$ cat src/rtl/cpbe_pkg.sv
package cpbe_pkg;

  localparam int unsigned CfgIdxW  = 1;
  localparam int unsigned CfgDataW = 7;

  localparam logic [CfgIdxW-1:0] CFG_MODE   = 1'b0;
  localparam logic [CfgIdxW-1:0] CFG_RANGES = 1'b1;

  typedef enum logic [1:0] {
    MODE_UTF8  = 2'd0,
    MODE_UCS2  = 2'd1,
    MODE_RANGE = 2'd2
  } mode_e;

  typedef enum logic [1:0] {
    FE_IDLE,
    FE_SCAN,
    FE_DONE
  } fe_state_e;

  localparam logic [30:0] Utf8Max1 = 31'h0000007f;
  localparam logic [30:0] Utf8Max2 = 31'h000007ff;
  localparam logic [30:0] Utf8Max3 = 31'h0000ffff;
  localparam logic [30:0] Utf8Max4 = 31'h0010ffff;
  localparam logic [30:0] Ucs2Max  = 31'h0000ffff;

  localparam logic [2:0] MaxBytes = 3'd4;

  typedef struct packed {
    logic        func;
    logic [30:0] code_point;
    logic [3:0]  room;
    logic [5:0]  entry_index;
    logic [20:0] entry_first;
    logic [20:0] entry_last;
    logic [31:0] entry_out;
    logic [2:0]  entry_bytes;
  } in_item_t;

  typedef struct packed {
    logic [7:0] out_byte;
    logic       ok;
    logic       last_byte;
  } out_item_t;

  typedef struct packed {
    logic [20:0] first;
    logic [20:0] last;
    logic [31:0] out;
    logic [2:0]  bytes;
  } entry_t;

  // A count of zero marks an item that failed.
  typedef struct packed {
    logic [31:0] value;
    logic [2:0]  count;
  } job_t;

endpackage

$ cat src/rtl/cpbe_queue.sv
module cpbe_queue (
  input  logic           clk_i,
  input  logic           rst_ni,
  input  logic           push_i,
  input  cpbe_pkg::job_t job_i,
  output logic           full_o,
  input  logic           pop_i,
  output logic           empty_o,
  output cpbe_pkg::job_t job_o
);

  cpbe_pkg::job_t slot_q [2];
  logic           wr_ptr_q;
  logic           rd_ptr_q;
  logic [1:0]     cnt_q;
  logic           do_push;
  logic           do_pop;

  assign full_o  = cnt_q == 2'd2;
  assign empty_o = cnt_q == 2'd0;
  assign job_o   = slot_q[rd_ptr_q];
  assign do_push = push_i && !full_o;
  assign do_pop  = pop_i && !empty_o;

  always_ff @(posedge clk_i or negedge rst_ni) begin
    if (!rst_ni) begin
      wr_ptr_q <= 1'b0;
      rd_ptr_q <= 1'b0;
      cnt_q    <= 2'd0;
    end else begin
      if (do_push) begin
        wr_ptr_q <= !wr_ptr_q;
      end
      if (do_pop) begin
        rd_ptr_q <= !rd_ptr_q;
      end
      if (do_push && !do_pop) begin
        cnt_q <= cnt_q + 2'd1;
      end else if (do_pop && !do_push) begin
        cnt_q <= cnt_q - 2'd1;
      end
    end
  end

  always_ff @(posedge clk_i) begin
    if (do_push) begin
      slot_q[wr_ptr_q] <= job_i;
    end
  end

endmodule

$ cat config.mk
export PLATFORM = sky130hd
export DESIGN_NAME = cpbe_queue
export DESIGN_NICKNAME = d
export VERILOG_FILES = /design/src/rtl/cpbe_pkg.sv /design/src/rtl/cpbe_queue.sv
export SDC_FILE = /design/constraint.sdc
export NUM_CORES = 1
export LEC_CHECK = 0
export ABC_AREA = 1
export BUFFER_PORTS_ARGS = -buffer_cell sky130_fd_sc_hd__clkbuf_2
export CAP_MARGIN = 30
export CORE_MARGIN = 3
export CORE_UTILIZATION = 51
export CTS_BUF_LIST = sky130_fd_sc_hd__clkbuf_8 sky130_fd_sc_hd__clkbuf_16
export CTS_CLUSTER_DIAMETER = 50
export DETAILED_ROUTE_END_ITERATION = 16
export PLACE_DENSITY = 0.78
export SYNTH_ARGS = -nofsm -noshare
export SYNTH_HDL_FRONTEND = slang
export SYNTH_SLANG_ARGS = --single-unit
$ cat constraint.sdc
create_clock -name clk_i -period 3.41 [get_ports clk_i]
set_clock_uncertainty 0.05 [all_clocks]
set_input_delay 0.1705 -clock clk_i [delete_from_list [all_inputs] [get_ports clk_i]]
set_output_delay 0.1705 -clock clk_i [all_outputs]
set_load 0.05 [all_outputs]
==> metrics.yaml, run 1 <==
slew_violations: 0
crit_arrival_ps: 1870
clockBufferDepth: 2
grt_first_pass_wirelength_um: 8560
path_cells: "buf_4 > nand2_1 > nand2_1 > clkbuf_2"
hold_viol_final: 0
cts-buffers-inserted: 9
final_nets: 371
portBuffers: 75
grt_overflow: 0
setup_viol: 0
outcome: "completed"
layout_setup_ws_ps: 1320
max_clock_freq_mhz: 479
cts-root-buf: "clkbuf_8"
cts_max_level: 3
synth_top_area_frac: 0.756
power_density_nw_per_um2: 946
hpwl_um: 3090
antenna_found_initial: 0
worstSetupPathType: "reg2out"
mostFrequentLayoutCells: "114 x nand2_1, 75 x clkbuf_2, 70 x edfxtp_1"
drtIter0Drc: 65
end_kind: "output pin"
die_area_um2: 6370
ys_seq_area_frac: 0.792
grt_usage: 0.183
final_common_cell: "nand2_1"
area_growth_pct: 34.8
cpMostUsedCell: "nand2_1"
synthCells: 214
dp_slack_ps: 1400
n_antenna_cell: 0
routed_wl_um: 5280
via_count: 1855
die_y_um: 79.8
drive_above_1_share: 0.274
max_cap_violations: 0
coreArea_um2: 5200
worst_pin_slew_ps: 999
drt_pass1_iterations: 4
path_clk_slew_ps: 70
multiInputGateArea_um2: 505
synthTopCellsByArea: "edfxtp_1 76%, nand2_1 15%, dfrtp_1 3.6%"
finalCriticalPeriod_ps: 2090
synth-seq-cells: 74
fin_setup_tns_ps: 0
cp.required_ps: 3190
cts.sinks: 74
crit_fanout: 20
hold_path_class: "in2reg"
grt_max_degree: 37
maxSlewHeadroom: 0.333
routed_via_density: 4.57
synth_fp_nets: 254
slowest_stage: "dfrtp_1"
fill_cells: 363
ys_types: 15
initial_core_util: 0.534
slowest_delay_ps: 720
cellLeakagePower_nw: 1.68
cts_tree: "done"
drcViolationCount: 0
rsz0062_at_grt: "no"
ir_worst_vdd_uv: 642
worstSetupStartpointType: "register"
netlist_area_um2: 2780
die_w_um: 79.8
ioPinCount: 76
period_share: 0.612
regArea_um2: 2200
num_rows: 26
grt_pass1_vias: 1849
place.gp.congestion: 0.722
synth-warning-count: 0
cts_setup_buffers: 0
insertion_delay_ps: 320
antenna_left: 0
wl_per_cell_um: 13.0
syn_avg_cell_area_um2: 13.0
yosysTopAreaCell: "edfxtp_1"
critical path: cells and delay by family, from the launching register on:
family,cells,cell delay (ps)
flip-flops,1,720
buffers and inverters,2,630
AND/OR/NAND/NOR,2,180
where the power goes:
group          internal (mW)  total (mW)  switching [mW]
Sequential              1.24        1.33          0.0874
Combinational          0.336        1.65            1.31
Clock                  0.291       0.567           0.275
area by class of cell:
cell class,instances,area share
flip-flops and latches,74,0.587
well taps,70,0.0234
multi-input cells,125,0.135
inverters,8,0.00868
clock buffers,11,0.0404
clock inverters,5,0.00501
repair buffers,113,0.200
metal layers:
layer,up-vias,share of wire,track usage
met2,69,0.54,0.321
met4,0,0.014,0.0574
li1,944,-,-
met5,-,0,0
met3,6,0.061,0.0621
met1,836,0.39,0.210
logic make-up after synthesis:
group,after synthesis,synth area share
DFF,74,0.792
AOI/OAI and AO/OA,2,0.00360
and+or+nand+nor,121,0.168
adders and majority gates,1,0.00450
xor gates and xnor gates,1,0.00315
buffers and inverters,15,0.0288
synthesized netlist by cell type (all sizes together):
cell type,count
nor2,4
nand3,1
nand3b,1
xnor2,1
nand2,114
buf,7
nand4,1
o21ai,2
dfrtp,4
inv,8
edfxtp,70
ha,1
repair_timing:
| item | in CTS | in global routing |
|---|---|---|
| resized for setup | 0 | 0 |
| hold endpoints to repair | 74 | 0 |
| setup endpoints to repair | 0 | 0 |
| hold buffers | 36 | 0 |
state kept, by name, summed over array words and instances (netlist names):
signal	flops
rd_ptr_q	1
slot_q	70
cnt_q	2
wr_ptr_q	1
per-stage QoR:
stage               cell area (um^2)  total power [mW]  cells  utilization  hold slack, ps
detailed placement              3220              2.97    354        0.618           -63.7
global route                    3750              3.75    406        0.720            59.0
global placement                3220              2.95    354        0.618           -67.7
CTS                             3750              3.57    406        0.720            32.5
floorplan                       2780              2.62    214            -            -175
finish                          3750              3.55    406        0.720            44.1
worst paths after layout:
| check | startpoint | end | slack (ps) | cells after the start |
|---|---|---|---|---|
| min in group asynchronous | rst_ni | rd_ptr_q$_DFFE_PN0P_ | 130 | 2 |
| worst min-delay path | pop_i | rd_ptr_q$_DFFE_PN0P_ | 40 | 3 |
| worst max-delay path | rd_ptr_q$_DFFE_PN0P_ | job_o[26] | 1320 | 4 |
| worst max register to register | cnt_q[1]$_DFFE_PN0P_ | slot_q[0][2]$_DFFE_PP_ | 1420 | 6 |
| worst min register to register | wr_ptr_q$_DFFE_PN0P_ | wr_ptr_q$_DFFE_PN0P_ | 440 | 2 |
| max in group asynchronous | rst_ni | wr_ptr_q$_DFFE_PN0P_ | 3050 | 2 |
(Power assumes the default switching activity.)
==> run 2, diff against run 1 <==
Settings changed: CORE_UTILIZATION 51 to 46, PLACE_DENSITY 0.78 to 0.74.
Clock period 3.41 ns to 1.7 ns, I/O delays scaled along.
==> run 2 against run 1 <==
Net effect:
- register-to-register slack worse by 1300 ps
- utilization is 4.6 points lower
- combinational power is 120% higher
- die area is 10% higher
- clock-buffer cell count is 2 lower
- routed wire length is 2.5% higher
- first-iteration DRC count is 42% higher
==> metrics.yaml, run 2 (same netlist as run 1, synthesis figures left out) <==
max_cap_violations: 0  # unchanged
cts_tree: "done"
hold_path_class: "in2async"
cts-buffers-inserted: 9  # unchanged
crit_path_end: "slot_q[1][19]$_DFFE_PP_"
dp_slack_ps: -209  # -1610 ps
clkPwrFrac: 0.147  # -0.013
final_nets: 378  # +1.9%
n_antenna_cell: 0  # unchanged
grt_first_pass_wirelength_um: 8790  # +2.7%
area_growth_pct: 37.6
mostFrequentLayoutCells: "113 x nand2_1, 75 x clkbuf_2, 70 x edfxtp_1"
slew_violations: 0  # unchanged
finalCriticalPeriod_ps: 1600
cts_max_level: 3  # unchanged
antenna_left: 0  # unchanged
coreArea_um2: 5680  # +9.0%
place.gp.congestion: 0.774  # +7.3%
internal-power_mw: 3.78  # +100%
max_clock_freq_mhz: 624
drtIter0Drc: 92  # +42%
ioPinCount: 76  # unchanged
die_w_um: 83.7  # +4.9%
reg2reg_slack_ps: 100  # -1320 ps
ir_worst_vdd_uv: 1140  # +77%
hold_viol_final: 0  # unchanged
insertion_delay_ps: 320  # about the same
drive_above_1_share: 0.307  # +0.0332
fill_cells: 442  # +22%
worstSetupStartpointType: "register"
grt_usage: 0.164  # -0.0189
period_share: 0.943
slowest_stage: "nor2_4"
regToRegEndpoint: "slot_q[1][19]$_DFFE_PP_"
switching_power_mw: 3.45  # +110%
antenna_found_initial: 0  # unchanged
reg2reg_depth: 3  # -3
crit_start: "cnt_q[1]$_DFFE_PN0P_"
path_buf_inv: 1  # -1
portBuffers: 75  # unchanged
path_cells: "inv_2 > o21ai_1 > nor2_4"
grt_max_degree: 37  # unchanged
cellLeakagePower_nw: 1.69  # +0.75%
utilization: 0.674  # -0.0460
initial_core_util: 0.490  # -0.0443
rsz0062_at_grt: "no"
cts.sinks: 74  # unchanged
worst-path-stages: 3  # -1
end_kind: "register"
combPwrFrac: 0.491  # +0.026
largest_reg_flops: 70  # unchanged
clockBufferDepth: 2  # unchanged
maxSlewHeadroom: 0.613  # +0.281
routed_wl_um: 5420  # +2.5%
hold-worst-slack_ps: 44.1  # -0.0253 ps
layout_setup_ws_ps: 96.7  # -1230 ps
seq_power_share: 0.362  # -0.013
cp.required_ps: 1610  # -1580 ps
outcome: "completed"
die_y_um: 83.7  # +4.9%
worstSetupPathType: "reg2reg"
cts-root-buf: "clkbuf_8"
crit_arrival_ps: 1520  # -350 ps
routed_via_density: 4.55  # -0.45%
path_clk_slew_ps: 70  # about the same
grt_pass1_vias: 1890  # +2.2%
hpwl_um: 3330  # +7.5%
critPathTopFamily: "simple AND/OR/NAND/NOR gates"
via_count: 1883  # +1.5%
setup_viol: 0  # unchanged
r2r-start: "cnt_q[1]$_DFFE_PN0P_"
worst_pin_slew_ps: 576  # -423 ps
top_regs: "slot_q (70), cnt_q (2)"
drcViolationCount: 0  # unchanged
grt_overflow: 0  # unchanged
final_common_cell: "nand2_1"
slowest_delay_ps: 510  # -210 ps
die_area_um2: 7010  # +10%
top_register: "slot_q"
drt_pass1_iterations: 4  # unchanged
wl_per_cell_um: 13.1  # +0.54%
crit_fanout: 18  # -10%
num_rows: 27  # +3.8%
fin_setup_tns_ps: 0  # unchanged
sw_frac_of_total: 0.477  # +0.00402
power.total_mw: 7.23  # +100%
power_density_nw_per_um2: 1890  # +100%
==> run 2: changes by cell type in the layout (fill, tap and decap cells not counted), moves of 2 or more <==
cell / delta
clkinv_2: +4
inv_1: -5
dfrtp_2: +2
clkbuf_8: -2
dfrtp_1: -2
nor2_4: +2
buf_4: +3
==> run 2: per-layer routing <==
| metal | part of all wire | track usage |
|---|---|---|
| met5 | 0 | 0 |
| met4 | 0.022 | 0.0848 |
| met3 | 0.053 | 0.0306 |
| met2 | 0.51 | 0.276 |
| met1 | 0.41 | 0.200 |
==> run 2: what timing repair did <==
| item | CTS | global route |
|---|---|---|
| pin swaps | 1 | 0 |
| hold buffers | 37 | 0 |
| gates resized for setup | 4 | 3 |
| setup buffers | 0 | 0 |
| cloned | 1 | 0 |
| hold endpoints to repair | 75 | 0 |
| setup endpoints to repair | 38 | 25 |
==> run 2: layout make-up <==
| class | count | area (um^2) | share of cell area |
|---|---|---|---|
| Multi-Input combinational cell | 126 | 524 | 0.137 |
| Inverter | 8 | 41.3 | 0.0108 |
| Timing Repair Buffer | 119 | 815 | 0.213 |
| Clock buffer | 9 | 124 | 0.0324 |
| Tap cell | 72 | 90.1 | 0.0235 |
| Sequential cell | 74 | 2200 | 0.576 |
| Clock inverter | 6 | 27.5 | 0.00719 |
==> run 2: worst min-delay path by stage <==
| stage | endpoint | from | cells after the start | slack [ps] |
|---|---|---|---|---|
| finish | rd_ptr_q$_DFFE_PN0P_ | rst_ni | 2 | 40 |
| global route | cnt_q[1]$_DFFE_PN0P_ | rst_ni | 2 | 50 |
| CTS | cnt_q[1]$_DFFE_PN0P_ | rst_ni | 2 | 30 |
| detailed placement | rd_ptr_q$_DFFE_PN0P_ | rst_ni | 1 | -150 |
| global placement | rd_ptr_q$_DFFE_PN0P_ | rst_ni | 1 | -150 |
| floorplan | cnt_q[0]$_DFFE_PN0P_ | rst_ni | 0 | -260 |
==> run 2: metrics by stage <==
step / instances / cell area (um^2)
after floorplan: 214 / 2800
after global placement: 361 / 3280
after detailed placement: 361 / 3280
after CTS: 414 / 3820
after global routing: 414 / 3830
final: 414 / 3830
==> run 2: power by group through the flow <==
| stage | sequential [mW] | combinational [mW] | clock [mW] |
|---|---|---|---|
| after floorplan | 2.63 | 2.65 | 0 |
| after global placement | 2.62 | 3.43 | 0 |
| after detailed placement | 2.64 | 3.48 | 0 |
| after CTS | 2.61 | 3.59 | 1.11 |
| after global routing | 2.65 | 3.83 | 1.18 |
| final | 2.62 | 3.55 | 1.07 |
==> run 3, diff against run 2 <==
Settings changed: MAX_ROUTING_LAYER set to met4.
==> run 3 against run 2 <==
Net effect:
- combinational power is essentially flat
- first-iteration DRC count rose by 7.6%
- cell area unchanged
- hold slack about the same
- critical endpoint is now slot_q[1][6]$_DFFE_PP_
- largest power group unchanged
- highest routed layer unchanged
==> metrics.yaml, run 3 (same netlist as run 1, synthesis figures left out) <==
crit_arrival_ps: 1520  # about the same
cts_max_level: 3  # unchanged
path_cells: "inv_2 > o21ai_1 > nor2_4"
routed_via_density: 4.54  # -0.21%
grt_overflow: 0  # unchanged
worst-path-stages: 3  # unchanged
power.total_mw: 7.23  # about the same
n_antenna_cell: 0  # unchanged
cts-root-buf: "clkbuf_8"
worst_pin_slew_ps: 587  # +10.9 ps
drcViolationCount: 0  # unchanged
hold_viol_final: 0  # unchanged
clockBufferDepth: 2  # unchanged
drtIter0Drc: 99  # +7.6%
cellLeakagePower_nw: 1.69  # unchanged
sw_frac_of_total: 0.477  # about the same
die_w_um: 83.7  # unchanged
max_clock_freq_mhz: 624  # about the same
ir_worst_vdd_uv: 1140  # about the same
crit_fanout: 18  # unchanged
area_growth_pct: 37.6  # unchanged
switching_power_mw: 3.45  # about the same
largest_reg_flops: 70  # unchanged
die_y_um: 83.7  # unchanged
slowest_delay_ps: 510  # about the same
insertion_delay_ps: 320  # about the same
reg2reg_slack_ps: 100  # about the same
drive_above_1_share: 0.307  # unchanged
num_rows: 27  # unchanged
slew_violations: 0  # unchanged
setup_viol: 0  # unchanged
fin_setup_tns_ps: 0  # unchanged
cts_tree: "done"
place.gp.congestion: 0.785  # +1.4%
antenna_found_initial: 0  # unchanged
max_cap_violations: 0  # unchanged
initial_core_util: 0.490  # unchanged
period_share: 0.943  # about the same
end_kind: "register"
path_clk_slew_ps: 70  # about the same
drt_pass1_iterations: 4  # unchanged
grt_usage: 0.169  # +0.00515
wl_per_cell_um: 13.1  # +0.22%
via_count: 1879  # -0.21%
antenna_left: 0  # unchanged
hpwl_um: 3330  # unchanged
dr.max_layer_used: "met4"
cp.required_ps: 1610  # about the same
drt-met1-wl_um: 2280  # +1.5%
grt_max_degree: 37  # unchanged
grt_first_pass_wirelength_um: 8810  # +0.24%
grt_pass1_vias: 1889  # -0.053%
internal-power_mw: 3.78  # about the same
final_nets: 378  # unchanged
finalCriticalPeriod_ps: 1600  # -0.797 ps
combPwrFrac: 0.491  # about the same
outcome: "completed"
rsz0062_at_grt: "no"
coreArea_um2: 5680  # unchanged
slowest_stage: "nor2_4"
top_regs: "slot_q (70), cnt_q (2)"
dr_wl_met3_um: 237  # -17%
die_area_um2: 7010  # unchanged
path_buf_inv: 1  # unchanged
reg2reg_depth: 3  # unchanged
final_common_cell: "nand2_1"
seq_power_share: 0.362  # about the same
mostFrequentLayoutCells: "113 x nand2_1, 75 x clkbuf_2, 70 x edfxtp_1"
routed_wl_um: 5430  # +0.22%
portBuffers: 75  # unchanged
cts.sinks: 74  # unchanged
ioPinCount: 76  # unchanged
power_density_nw_per_um2: 1890  # about the same
hold_path_class: "in2async"
wl_met2_um: 2790  # +0.90%
critPathTopFamily: "simple AND/OR/NAND/NOR gates"
cts-buffers-inserted: 9  # unchanged
clkPwrFrac: 0.147  # about the same
worstSetupStartpointType: "register"
top_register: "slot_q"
maxSlewHeadroom: 0.606  # -0.00732
worstSetupPathType: "reg2reg"
## run 3: worst paths after layout
| kind | from | end |
|---|---|---|
| max | cnt_q[1]$_DFFE_PN0P_ | slot_q[1][6]$_DFFE_PP_ |
| min | rst_ni | rd_ptr_q$_DFFE_PN0P_ |
| max reg2reg | cnt_q[1]$_DFFE_PN0P_ | slot_q[1][6]$_DFFE_PP_ |
| min reg2reg | wr_ptr_q$_DFFE_PN0P_ | wr_ptr_q$_DFFE_PN0P_ |
| max in group asynchronous | rst_ni | cnt_q[0]$_DFFE_PN0P_ |
| min in group clk_i | push_i | wr_ptr_q$_DFFE_PN0P_ |
## run 3: power by group through the flow
stage	clock network, mW	registers, mW	logic, mW
floorplan	0	2.63	2.65
finish	1.07	2.62	3.55
CTS	1.11	2.61	3.59
global placement	0	2.62	3.43
detailed placement	0	2.64	3.48
global route	1.18	2.65	3.83
## run 3: worst register-to-register path: stages, from the launching register on
cell	delay (ps)
dfrtp_1	390
inv_2	90
o21ai_1	200
nor2_4	510
## run 3: final cells by class
cell class                 instances  area [um^2]
tap                               72         90.1
timing repair buffer             119          815
multi-input combinational        126          524
clock inverter                     6         27.5
sequential                        74         2200
fill                             442         1850
inverter                           8         41.3
clock buffer                       9          124
## run 3: what timing repair did
action	CTS	global route
buffers inserted	0	0
endpoints found under the setup margin	38	25
gates cloned	1	0
resized for setup	4	3
hold buffers	37	0
endpoints found under the hold margin	75	0
pin swaps	1	0
## run 3: metrics by stage
stage | cell area [um^2] | setup WS (ps) | instances | hold slack (ps) | util
after CTS | 3820 | 42.3 | 414 | 26.1 | 0.674
after global placement | 3280 | -158 | 361 | -151 | 0.578
final | 3830 | 97.5 | 414 | 44.2 | 0.674
after detailed placement | 3280 | -209 | 361 | -149 | 0.578
after floorplan | 2800 | -119 | 214 | -261 | -
after global routing | 3830 | 12.0 | 414 | 53.6 | 0.674
## run 3: layer usage
layer / global-route usage / vias up
met5: - / -
met4: 0.0848 / 0
met3: 0.0286 / 10
met2: 0.276 / 51
met1: 0.203 / 858
li1: - / 960
