[config.mk]
export PLATFORM = sky130hd
export DESIGN_NAME = cpbe_back
export DESIGN_NICKNAME = d
export VERILOG_FILES = /design/src/rtl/cpbe_pkg.sv /design/src/rtl/cpbe_back.sv
export SDC_FILE = /design/constraint.sdc
export NUM_CORES = 1
export LEC_CHECK = 0
export ABC_CLOCK_PERIOD_IN_PS = 3300
export BUFFER_PORTS_ARGS = -buffer_cell sky130_fd_sc_hd__clkbuf_2
export CAP_MARGIN = 20
export CORE_ASPECT_RATIO = 0.7
export CORE_MARGIN = 8
export CORE_UTILIZATION = 40
export CTS_CLUSTER_DIAMETER = 150
export DETAILED_ROUTE_END_ITERATION = 10
export PLACE_DENSITY = 0.65
export REMOVE_ABC_BUFFERS = 1
export SLEW_MARGIN = 15
export SYNTH_ARGS = -nofsm -noshare
export SYNTH_HDL_FRONTEND = slang
export SYNTH_SLANG_ARGS = --single-unit
[constraint.sdc]
create_clock -name clk_i -period 3.3 [get_ports clk_i]
set_clock_uncertainty 0.2 [all_clocks]
set_input_delay 0.66 -clock clk_i [delete_from_list [all_inputs] [get_ports clk_i]]
set_output_delay 0.66 -clock clk_i [all_outputs]
set_load 0.005 [all_outputs]
[src/rtl/cpbe_pkg.sv]
package cpbe_pkg;

  localparam int unsigned CfgIdxW  = 1;
  localparam int unsigned CfgDataW = 7;

  localparam logic [CfgIdxW-1:0] CFG_MODE   = 1'b0;
  localparam logic [CfgIdxW-1:0] CFG_RANGES = 1'b1;

  typedef enum logic [1:0] {
    MODE_UTF8  = 2'd0,
    MODE_UCS2  = 2'd1,
    MODE_RANGE = 2'd2
  } mode_e;

  typedef enum logic [1:0] {
    FE_IDLE,
    FE_SCAN,
    FE_DONE
  } fe_state_e;

  localparam logic [30:0] Utf8Max1 = 31'h0000007f;
  localparam logic [30:0] Utf8Max2 = 31'h000007ff;
  localparam logic [30:0] Utf8Max3 = 31'h0000ffff;
  localparam logic [30:0] Utf8Max4 = 31'h0010ffff;
  localparam logic [30:0] Ucs2Max  = 31'h0000ffff;

  localparam logic [2:0] MaxBytes = 3'd4;

  typedef struct packed {
    logic        func;
    logic [30:0] code_point;
    logic [3:0]  room;
    logic [5:0]  entry_index;
    logic [20:0] entry_first;
    logic [20:0] entry_last;
    logic [31:0] entry_out;
    logic [2:0]  entry_bytes;
  } in_item_t;

  typedef struct packed {
    logic [7:0] out_byte;
    logic       ok;
    logic       last_byte;
  } out_item_t;

  typedef struct packed {
    logic [20:0] first;
    logic [20:0] last;
    logic [31:0] out;
    logic [2:0]  bytes;
  } entry_t;

  // A count of zero marks an item that failed.
  typedef struct packed {
    logic [31:0] value;
    logic [2:0]  count;
  } job_t;

endpackage

[src/rtl/cpbe_back.sv]
module cpbe_back (
  input  logic                clk_i,
  input  logic                rst_ni,
  output logic                q_pop_o,
  input  logic                q_empty_i,
  input  cpbe_pkg::job_t      q_job_i,
  output logic                empty_o,
  input  logic                pop_i,
  output cpbe_pkg::out_item_t out_item_o
);

  logic                job_valid_q;
  logic [31:0]         value_q;
  logic [2:0]          rem_q;
  logic                out_valid_q;
  cpbe_pkg::out_item_t out_q;
  logic                load_out;
  logic                job_done;
  logic [7:0]          sel_byte;
  cpbe_pkg::out_item_t next_out;

  assign empty_o    = !out_valid_q;
  assign out_item_o = out_q;
  assign q_pop_o    = !job_valid_q && !q_empty_i;
  assign load_out   = job_valid_q && (!out_valid_q || pop_i);
  assign job_done   = (rem_q == 3'd0) || (rem_q == 3'd1);

  always_comb begin
    case (rem_q)
      3'd1:    sel_byte = value_q[7:0];
      3'd2:    sel_byte = value_q[15:8];
      3'd3:    sel_byte = value_q[23:16];
      3'd4:    sel_byte = value_q[31:24];
      default: sel_byte = 8'd0;
    endcase
    if (rem_q == 3'd0) begin
      next_out = '{out_byte: 8'd0, ok: 1'b0, last_byte: 1'b1};
    end else begin
      next_out = '{out_byte: sel_byte, ok: 1'b1, last_byte: rem_q == 3'd1};
    end
  end

  always_ff @(posedge clk_i or negedge rst_ni) begin
    if (!rst_ni) begin
      job_valid_q <= 1'b0;
      out_valid_q <= 1'b0;
    end else begin
      if (q_pop_o) begin
        job_valid_q <= 1'b1;
      end else if (load_out && job_done) begin
        job_valid_q <= 1'b0;
      end
      if (load_out) begin
        out_valid_q <= 1'b1;
      end else if (pop_i) begin
        out_valid_q <= 1'b0;
      end
    end
  end

  always_ff @(posedge clk_i) begin
    if (q_pop_o) begin
      value_q <= q_job_i.value;
      rem_q   <= q_job_i.count;
    end else if (load_out) begin
      rem_q <= job_done ? 3'd0 : rem_q - 3'd1;
    end
    if (load_out) begin
      out_q <= next_out;
    end
  end

endmodule

==> results_dict.tcl, run 1 <==
set metrics [dict create \
    clk_path_buf_depth 2 \
    fmax_mhz 453.8 \
    crit_path_start "rem_q[0]$_DFFE_PP_" \
    finalHoldViolCount 0 \
    min_period_over_period_pct 66.78 \
    crit_fanout 12 \
    fin_setup_tns_ns 0 \
    cts_buffers 5 \
    start_util_pct 42.26 \
    core_area_um2 4429 \
    worst_pin_slew_ns 0.7580 \
    arrival_ns 2.00 \
    htree_num_levels 2 \
    cap_viol_max_count 0 \
    cts_tree "yes" \
    clk_pin_slew_ns 0.08 \
    grt_pass1_vias 1304 \
    grt_overflow 0 \
    synth_area_leaders "edfxtp_1 72%, ha_1 3.3%, a221oi_1 3.3%" \
    grt_pass1_wl_mm 6.313 \
    crit_required_ns 3.10 \
    ctsResizeCount 0 \
    hold_start "out_valid_q$_DFFE_PN0P_" \
    synth_top_area_share_pct 72.19 \
    p_leak_nw 0.8632 \
    port_buffers 50 \
    synth_area_um2 1872 \
    yosysSeqAreaShare_pct 74.87 \
    cp-start-kind "flop" \
    clockRootBuffer "clkbuf_8" \
    grt_max_degree 40 \
    cts_num_sinks 47 \
    reg2reg_from "rem_q[0]$_DFFE_PP_" \
    crit_type "reg2reg" \
    clk-insertion-delay-late_ns 0.29 \
    crit_path_end_kind "flop" \
    wl_per_cell_um 17.49 \
    grt_antenna_before_repair 0 \
    finalPower_mw 1.898 \
    die_y_um 73.24 \
    place_congestion 0.7454 \
    setup_viol 0 \
    utilization_pct 50.93 \
    drt-initial-drc-count 61 \
    placed_area_um2 2158 \
    dr_total_vias 1122 \
    synth.distinct_cells 22 \
    fillers 399 \
    area_growth_pct 20.52 \
    period_minus_slack_ns 2.204 \
    syn_area_per_cell_um2 16.71 \
    p_per_area_nw_per_um2 841.5 \
    dieArea_um2 7159 \
    routed_wl_mm 3.865 \
    drive_gt1_share_pct 39.16 \
    hp-class "reg2reg" \
    drt-vias-per-instance 5.077 \
    slew_headroom_pct 49.47 \
    grtUsageTotal_pct 11.58 \
    firstDrtPassIters 4 \
    antenna_left 0 \
    cts_setup_buffers 0 \
    dpl.hpwl_mm 2.780 \
    slew_violations 0 \
    syn-instance-count 112 \
    synth_seq_cells 47 \
    ir_drop_mv 0.3222 \
    yosys_warnings 0 \
    drc 0 \
    dieWidth_um 97.76 \
    layout.nets 209 \
    num_antenna_cells 0 \
    fin_area_um2 2256 \
    status "finished, final reports clean" \
    yosys.area.top_type "edfxtp_1" \
    grt_setup_unrepaired "false" \
    io_pins 51 \
    row_count 20 \
]
placed cells by master, fill, tap and decap left out, types with 2 or more instances in the layout:
cell type	instances
a21oi_1	9
a221oi_1	7
a22oi_1	8
clkbuf_2	50
clkbuf_8	5
clkinv_2	2
dfrtp_1	2
edfxtp_1	45
ha_1	5
inv_1	3
nand2_1	11
nand2b_1	3
o31ai_1	3
per-stage QoR:
step,std cells,hold WS (ns),setup slack [ns]
6_report,221,0.3133,1.096
5_1_grt,221,0.3144,0.9188
4_1_cts,221,0.3235,1.083
3_5_place_dp,212,0.2472,1.080
3_3_place_gp,212,0.2453,1.236
2_1_floorplan,106,0.1644,0.1594
registers in the layout (all words and copies together), names as in the netlist:
register and cells:
out_valid_q 1, out_item_o 10, rem_q 3, job_valid_q 1, value_q 32
worst max-delay path, stage by stage, from the launching register on:
cell      delay [ns]
edfxtp_1        0.41
inv_1           0.10
ha_1            0.40
o41ai_4         0.69
a221oi_1        0.11
metal layers:
layer,global-route usage (%),wire length (um),share of wire [%]
met1,13.20,1776,46
met2,18.85,1757,45
met3,5.619,313,8.1
met4,3.608,17,0.44
met5,0,0,0
repair_timing:
| action | in CTS | in global routing |
|---|---|---|
| setup endpoints to repair | 0 | 0 |
| hold endpoints to repair | 2 | 0 |
| hold buffers | 1 | 0 |
cell type report:
class | instances | area [um2] | area share, %
sequential | 47 | 1401 | 62.12
multi-input combinational | 56 | 419.2 | 18.58
timing repair buffer | 52 | 267.8 | 11.87
clock buffer | 5 | 68.82 | 3.050
tap | 55 | 68.82 | 3.050
clock inverter | 3 | 18.77 | 0.8319
inverter | 3 | 11.26 | 0.4992
worst paths after layout:
kind	endpoint	slack [ns]	cells past startpoint
min in group asynchronous	out_valid_q$_DFFE_PN0P_	0.49	2
max in group asynchronous	job_valid_q$_DFFE_PN0P_	2.32	2
max reg2reg	out_item_o[5]$_SDFFCE_PN0P_	1.10	4
min	out_valid_q$_DFFE_PN0P_	0.31	2
min reg2reg	out_valid_q$_DFFE_PN0P_	0.31	2
max	out_item_o[5]$_SDFFCE_PN0P_	1.10	4
cells in the mapped netlist:
cell type	number
nor2b_1	1
nor2_1	2
o31ai_1	3
xnor2_2	1
o41ai_4	1
xnor2_1	1
nand2_1	11
a221oi_1	7
dfrtp_1	2
a22oi_1	8
nand2b_1	3
and2_1	1
a221oi_2	1
a21oi_1	9
ha_1	5
buf_2	2
inv_1	3
or2_2	1
buf_4	2
buf_6	2
edfxtp_1	45
nor2_2	1
report_power, final:
| part | switching (mW) | internal (mW) |
|---|---|---|
| Sequential | 0.0934 | 0.851 |
| Clock | 0.185 | 0.149 |
| Combinational | 0.365 | 0.255 |
| Total | 0.643 | 1.26 |
kinds of logic (layout without fill, tap and decap cells):
kind of cell               after synthesis  count (layout)  synth area share (%)
DFF                                     47              47                 74.87
AOI/OAI and AO/OA                       29              29                 12.37
and+or+nand+nor                         20              20                 4.948
adders and majority gates                5               5                 3.342
xor gates and xnor gates                 2               2                 1.337
buffers and inverters                    9              63                 3.141
Note: power is estimated with default switching activity, not from simulation.
==> run 2, diff against run 1 <==
--- a/config.mk
+++ b/config.mk
@@ -5,7 +5,7 @@
 export SDC_FILE = /design/constraint.sdc
 export NUM_CORES = 1
 export LEC_CHECK = 0
-export ABC_CLOCK_PERIOD_IN_PS = 3300
+export ABC_CLOCK_PERIOD_IN_PS = 2100
 export BUFFER_PORTS_ARGS = -buffer_cell sky130_fd_sc_hd__clkbuf_2
 export CAP_MARGIN = 20
 export CORE_ASPECT_RATIO = 0.7
==> constraint.sdc (replaced) <==
create_clock -name clk_i -period 2.1 [get_ports clk_i]
set_clock_uncertainty 0.2 [all_clocks]
set_input_delay 0.42 -clock clk_i [delete_from_list [all_inputs] [get_ports clk_i]]
set_output_delay 0.42 -clock clk_i [all_outputs]
set_load 0.005 [all_outputs]
==> run 2 against run 1 <==
Non-clock buffer count grew 8. Clock power grew 87%. Wire length grew 1.3%. Critical path type unchanged. Highest routed layer unchanged. Largest cell class unchanged.
==> results_dict.tcl, run 2 (synthesis results as in run 1) <==
set metrics [dict create \
    cp_num_buf_inv 2 \
    drt-vias-per-instance 5.079 \
    drc 0 \
    min_period_over_period_pct 91.88 \
    grt_max_degree 17 \
    routed_wl_mm 3.915 \
    grt_overflow 0 \
    crit_required_ns 2.00 \
    finalHoldViolCount 0 \
    row_count 20 \
    start_util_pct 42.26 \
    num_antenna_cells 0 \
    final_common_cell "clkbuf_2" \
    clockRootBuffer "clkbuf_8" \
    cap_viol_max_count 0 \
    period_minus_slack_ns 1.929 \
    dr_wl_met2_mm 1.785 \
    setup_viol 0 \
    instances_no_fill 228 \
    fmax_mhz 518.3 \
    fin_ws_ns 0.1706 \
    status "finished, final reports clean" \
    p_leak_nw 0.9048 \
    drt-initial-drc-count 24 \
    worst_pin_slew_ns 0.4575 \
    grt_pass1_wl_mm 6.451 \
    port_buffers 50 \
    top_register "value_q" \
    htree_num_levels 2 \
    area_growth_pct 24.67 \
    hold_ws_ns 0.09601 \
    wl_per_cell_um 17.17 \
    antenna_left 0 \
    grt_antenna_before_repair 0 \
    clk_pin_slew_ns 0.08 \
    routed-wl-met3_um 302 \
    drive_gt1_share_pct 41.62 \
    cts_buffers 5 \
    ir_drop_mv 0.4644 \
    slowest_delay_ns 0.45 \
    mostFrequentLayoutCells "50 x clkbuf_2, 45 x edfxtp_1, 11 x nand2_1" \
    dpl.hpwl_mm 2.894 \
    slew_violations 0 \
    crit_fanout 8 \
    path_delay_family "flip-flops" \
    cts_num_sinks 47 \
    layout.nets 217 \
    core_area_um2 4429 \
    dr.max_layer_used "met4" \
    firstDrtPassIters 4 \
    crit_path_end_kind "flop" \
    largest_reg_flops 32 \
    crit_type "reg2reg" \
    clk-insertion-delay-late_ns 0.29 \
    dieWidth_um 97.76 \
    crit_slowest_cell "edfxtp_1" \
    slew_headroom_pct 69.50 \
    grtUsageTotal_pct 11.72 \
    wl_met1_mm 1.787 \
    post-place-cells 219 \
    cp-start-kind "flop" \
    dieArea_um2 7159 \
    hp-class "in2reg" \
    die_y_um 73.24 \
    dr_total_vias 1158 \
    io_pins 51 \
    p_per_area_nw_per_um2 1376 \
    clk_path_buf_depth 2 \
    arrival_ns 1.83 \
    cts_tree "yes" \
    grt_setup_unrepaired "false" \
    grt_pass1_vias 1325 \
    pre_cts_ws_ns 0.05408 \
    crit_chain "inv_1 > ha_2 > xnor2_2 > o41ai_4 > buf_4 > a221oi_1" \
    place_congestion 0.7487 \
]
run 2: cell count changes in the layout (fill, tap and decap cells not counted), sizes merged:
cell    delta
buf        +8
clkinv     -2
clkbuf     +1
inv        -1
bufinv     +1
run 2: cell type report:
class	count	area, um2
tap	55	68.82
sequential	47	1401
clock inverter	1	30.03
fill	381	2096
clock buffer	6	72.57
inverter	3	11.26
timing repair buffer	60	327.8
multi-input combinational	56	421.7
run 2: report_power, final:
| group | leakage (nW) | internal, mW | switching (mW) |
|---|---|---|---|
| registers | 0.442 | 1.34 | 0.117 |
| clock network | 0.0513 | 0.349 | 0.276 |
| logic | 0.411 | 0.501 | 0.631 |
run 2: path summary, 6_finish.rpt:
path / from / to / slack [ns] / cells after the start
worst max-delay path: rem_q[0]$_DFFE_PP_ / out_item_o[6]$_SDFFCE_PN0P_ / 0.17 / 6
worst min-delay path: q_job_i[16] / value_q[13]$_DFFE_PP_ / 0.1 / 1
worst max register to register: rem_q[0]$_DFFE_PP_ / out_item_o[6]$_SDFFCE_PN0P_ / 0.17 / 6
worst min register to register: out_valid_q$_DFFE_PN0P_ / out_valid_q$_DFFE_PN0P_ / 0.31 / 2
max in group asynchronous: rst_ni / job_valid_q$_DFFE_PN0P_ / 1.36 / 2
min in group asynchronous: rst_ni / out_valid_q$_DFFE_PN0P_ / 0.24 / 2
run 2: routing by layer:
| layer | up-vias | global-route usage (%) |
|---|---|---|
| li1 | 552 | - |
| met1 | 550 | 13.77 |
| met2 | 49 | 18.47 |
| met3 | 7 | 5.524 |
| met4 | 0 | 4.124 |
| met5 | - | 0 |
run 2: what timing repair did:
action / in CTS / in global routing
hold endpoints to repair: 2 / 0
hold buffers: 1 / 0
gates resized for setup: 0 / 1
buffers inserted: 0 / 1
endpoints found under the setup margin: 0 / 8
run 2: metrics by stage:
stage	total power, mW	instance area, um2	setup TNS (ns)	utilization (%)
2_1_floorplan	2.114	1824	-23.23	-
3_3_place_gp	2.509	2211	0	49.92
5_1_grt	3.411	2333	0	52.68
3_5_place_dp	2.577	2211	0	49.92
4_1_cts	3.200	2323	0	52.46
6_report	3.210	2333	0	52.68
==> run 3, diff against run 2 <==
--- a/config.mk
+++ b/config.mk
@@ -13,6 +13,7 @@
 export CORE_UTILIZATION = 40
 export CTS_CLUSTER_DIAMETER = 150
 export DETAILED_ROUTE_END_ITERATION = 10
+export GPL_TIMING_DRIVEN = 0
 export PLACE_DENSITY = 0.65
 export REMOVE_ABC_BUFFERS = 1
 export SLEW_MARGIN = 15
==> run 3 against run 2 <==
Clock power increased by 3%. Die area unchanged. Worst hold slack got worse by 0.0035 ns. Worst setup slack got worse by 0.051 ns. Flip-flop and latch count unchanged. Utilization decreased by 0.11 points. Combinational power decreased by 4%. Total power decreased by 0.10%.
==> results_dict.tcl, run 3 (synthesis results as in run 1) <==
set metrics [dict create \
    cts_num_sinks 47 \
    drc 0 \
    antenna_left 0 \
    crit_type "reg2reg" \
    grt_setup_unrepaired "false" \
    hp-class "in2reg" \
    slew_headroom_pct 49.20 \
    period_minus_slack_ns 1.981 \
    row_count 20 \
    hold_start "q_job_i[12]" \
    grt_pass1_vias 1247 \
    dieWidth_um 97.76 \
    dpl.hpwl_mm 2.578 \
    drt-vias-per-instance 5.036 \
    final_common_cell "clkbuf_2" \
    wl_per_cell_um 16.56 \
    fin_area_um2 2328 \
    grtUsageTotal_pct 11.21 \
    crit_fanout 12 \
    status "finished, final reports clean" \
    fin_setup_tns_ns 0 \
    utilization_pct 52.57 \
    grt_overflow 0 \
    ir_drop_mv 0.4722 \
    clk_pin_slew_ns 0.08 \
    drive_gt1_share_pct 42.26 \
    cap_viol_max_count 0 \
    cts_tree "yes" \
    p_per_area_nw_per_um2 1377 \
    path_delay_family "flip-flops" \
    start_util_pct 42.26 \
    power.net_switching_mw 1.019 \
    crit_path_start "rem_q[0]$_DFFE_PP_" \
    grt_pass1_wl_mm 6.189 \
    combPwrFrac_pct 33.8 \
    cp_num_buf_inv 2 \
    clk-insertion-delay-late_ns 0.29 \
    placed_area_um2 2171 \
    p_clk_share_pct 20.0 \
    seqPwrFrac_pct 46.2 \
    io_pins 51 \
    finalHoldViolCount 0 \
    crit_slowest_cell "edfxtp_1" \
    reg2reg_from "rem_q[0]$_DFFE_PP_" \
    clk_path_buf_depth 2 \
    fmax_mhz 504.9 \
    p_leak_nw 0.8807 \
    p_int_mw 2.188 \
    port_buffers 50 \
    arrival_ns 1.88 \
    mostFrequentLayoutCells "50 x clkbuf_2, 45 x edfxtp_1, 11 x nand2_1" \
    drt-initial-drc-count 46 \
    cp-start-kind "flop" \
    grt_antenna_before_repair 0 \
    slew_violations 0 \
    area_growth_pct 24.40 \
    dr_total_vias 1123 \
    finalPower_mw 3.207 \
    place_congestion 0.7086 \
    min_period_over_period_pct 94.32 \
    layout.nets 211 \
    dieArea_um2 7159 \
    largest_reg_flops 32 \
    cts_buffers 5 \
    clockRootBuffer "clkbuf_8" \
    firstDrtPassIters 4 \
    slowest_delay_ns 0.46 \
    setup_viol 0 \
    die_y_um 73.24 \
    num_antenna_cells 0 \
    crit_chain "inv_1 > ha_4 > xnor2_2 > o41ai_4 > buf_4 > a221oi_1" \
    swShare_pct 31.77 \
    core_area_um2 4429 \
    crit_required_ns 2.00 \
    routed_wl_mm 3.692 \
    hold_ws_ns 0.09251 \
    htree_num_levels 2 \
    crit_path_end_kind "flop" \
    top_register "value_q" \
    worst_pin_slew_ns 0.7620 \
    grt_max_degree 34 \
]
run 3: per-stage QoR:
stage          setup WS (ns)  std cells
2_1_floorplan        -0.7936        106
3_3_place_gp          -1.481        211
3_5_place_dp         -0.1973        212
4_1_cts              0.06209        223
5_1_grt             0.001300        223
6_report              0.1193        223
run 3: worst register-to-register path: cells and delay by family, from the launching register on:
family / cells / cell delay, ns
buf+inv: 2 / 0.35
fa+ha+maj: 1 / 0.27
xor+xnor: 1 / 0.16
compound gates: 2 / 0.35
flops: 1 / 0.46
run 3: final timing paths:
check                      cells after the start  slack [ns]                           to
min                                            1        0.09         value_q[9]$_DFFE_PP_
max in group asynchronous                      2        1.36      job_valid_q$_DFFE_PN0P_
max reg2reg                                    6        0.12  out_item_o[4]$_SDFFCE_PN0P_
max                                            6        0.12  out_item_o[4]$_SDFFCE_PN0P_
min in group asynchronous                      2        0.24      out_valid_q$_DFFE_PN0P_
min reg2reg                                    2        0.32      out_valid_q$_DFFE_PN0P_
run 3: power groups by stage:
stage / logic [mW] / registers (mW) / clock network [mW]
after floorplan: 0.638 / 1.48 / 0
after global placement: 0.936 / 1.50 / 0
after detailed placement: 0.994 / 1.50 / 0
after CTS: 1.10 / 1.48 / 0.662
after global routing: 1.22 / 1.51 / 0.699
final: 1.08 / 1.48 / 0.641
run 3: layout make-up:
| class | instances | area [um2] |
|---|---|---|
| Clock buffer | 5 | 68.82 |
| Clock inverter | 3 | 43.79 |
| Fill cell | 379 | 2101 |
| Inverter | 3 | 11.26 |
| Multi-Input combinational cell | 56 | 439.2 |
| Sequential cell | 47 | 1401 |
| Tap cell | 55 | 68.82 |
| Timing Repair Buffer | 54 | 295.3 |
run 3: timing repair:
action / CTS / global route
setup buffers: 2 / 0
resized for setup: 2 / 3
gates cloned: 0 / 0
endpoints found under the setup margin: 9 / 7
pin swaps: 1 / 1
hold buffers: 1 / 0
hold endpoints to repair: 2 / 0
run 3: metal layers:
| layer | wire length (um) | share of wire [%] | up-vias | track usage [%] |
|---|---|---|---|---|
| li1 | - | - | 543 | - |
| met1 | 1763 | 48 | 529 | 13.84 |
| met2 | 1632 | 44 | 48 | 17.26 |
| met3 | 277 | 7.5 | 3 | 4.857 |
| met4 | 18 | 0.49 | 0 | 3.608 |
| met5 | 0 | 0 | - | 0 |
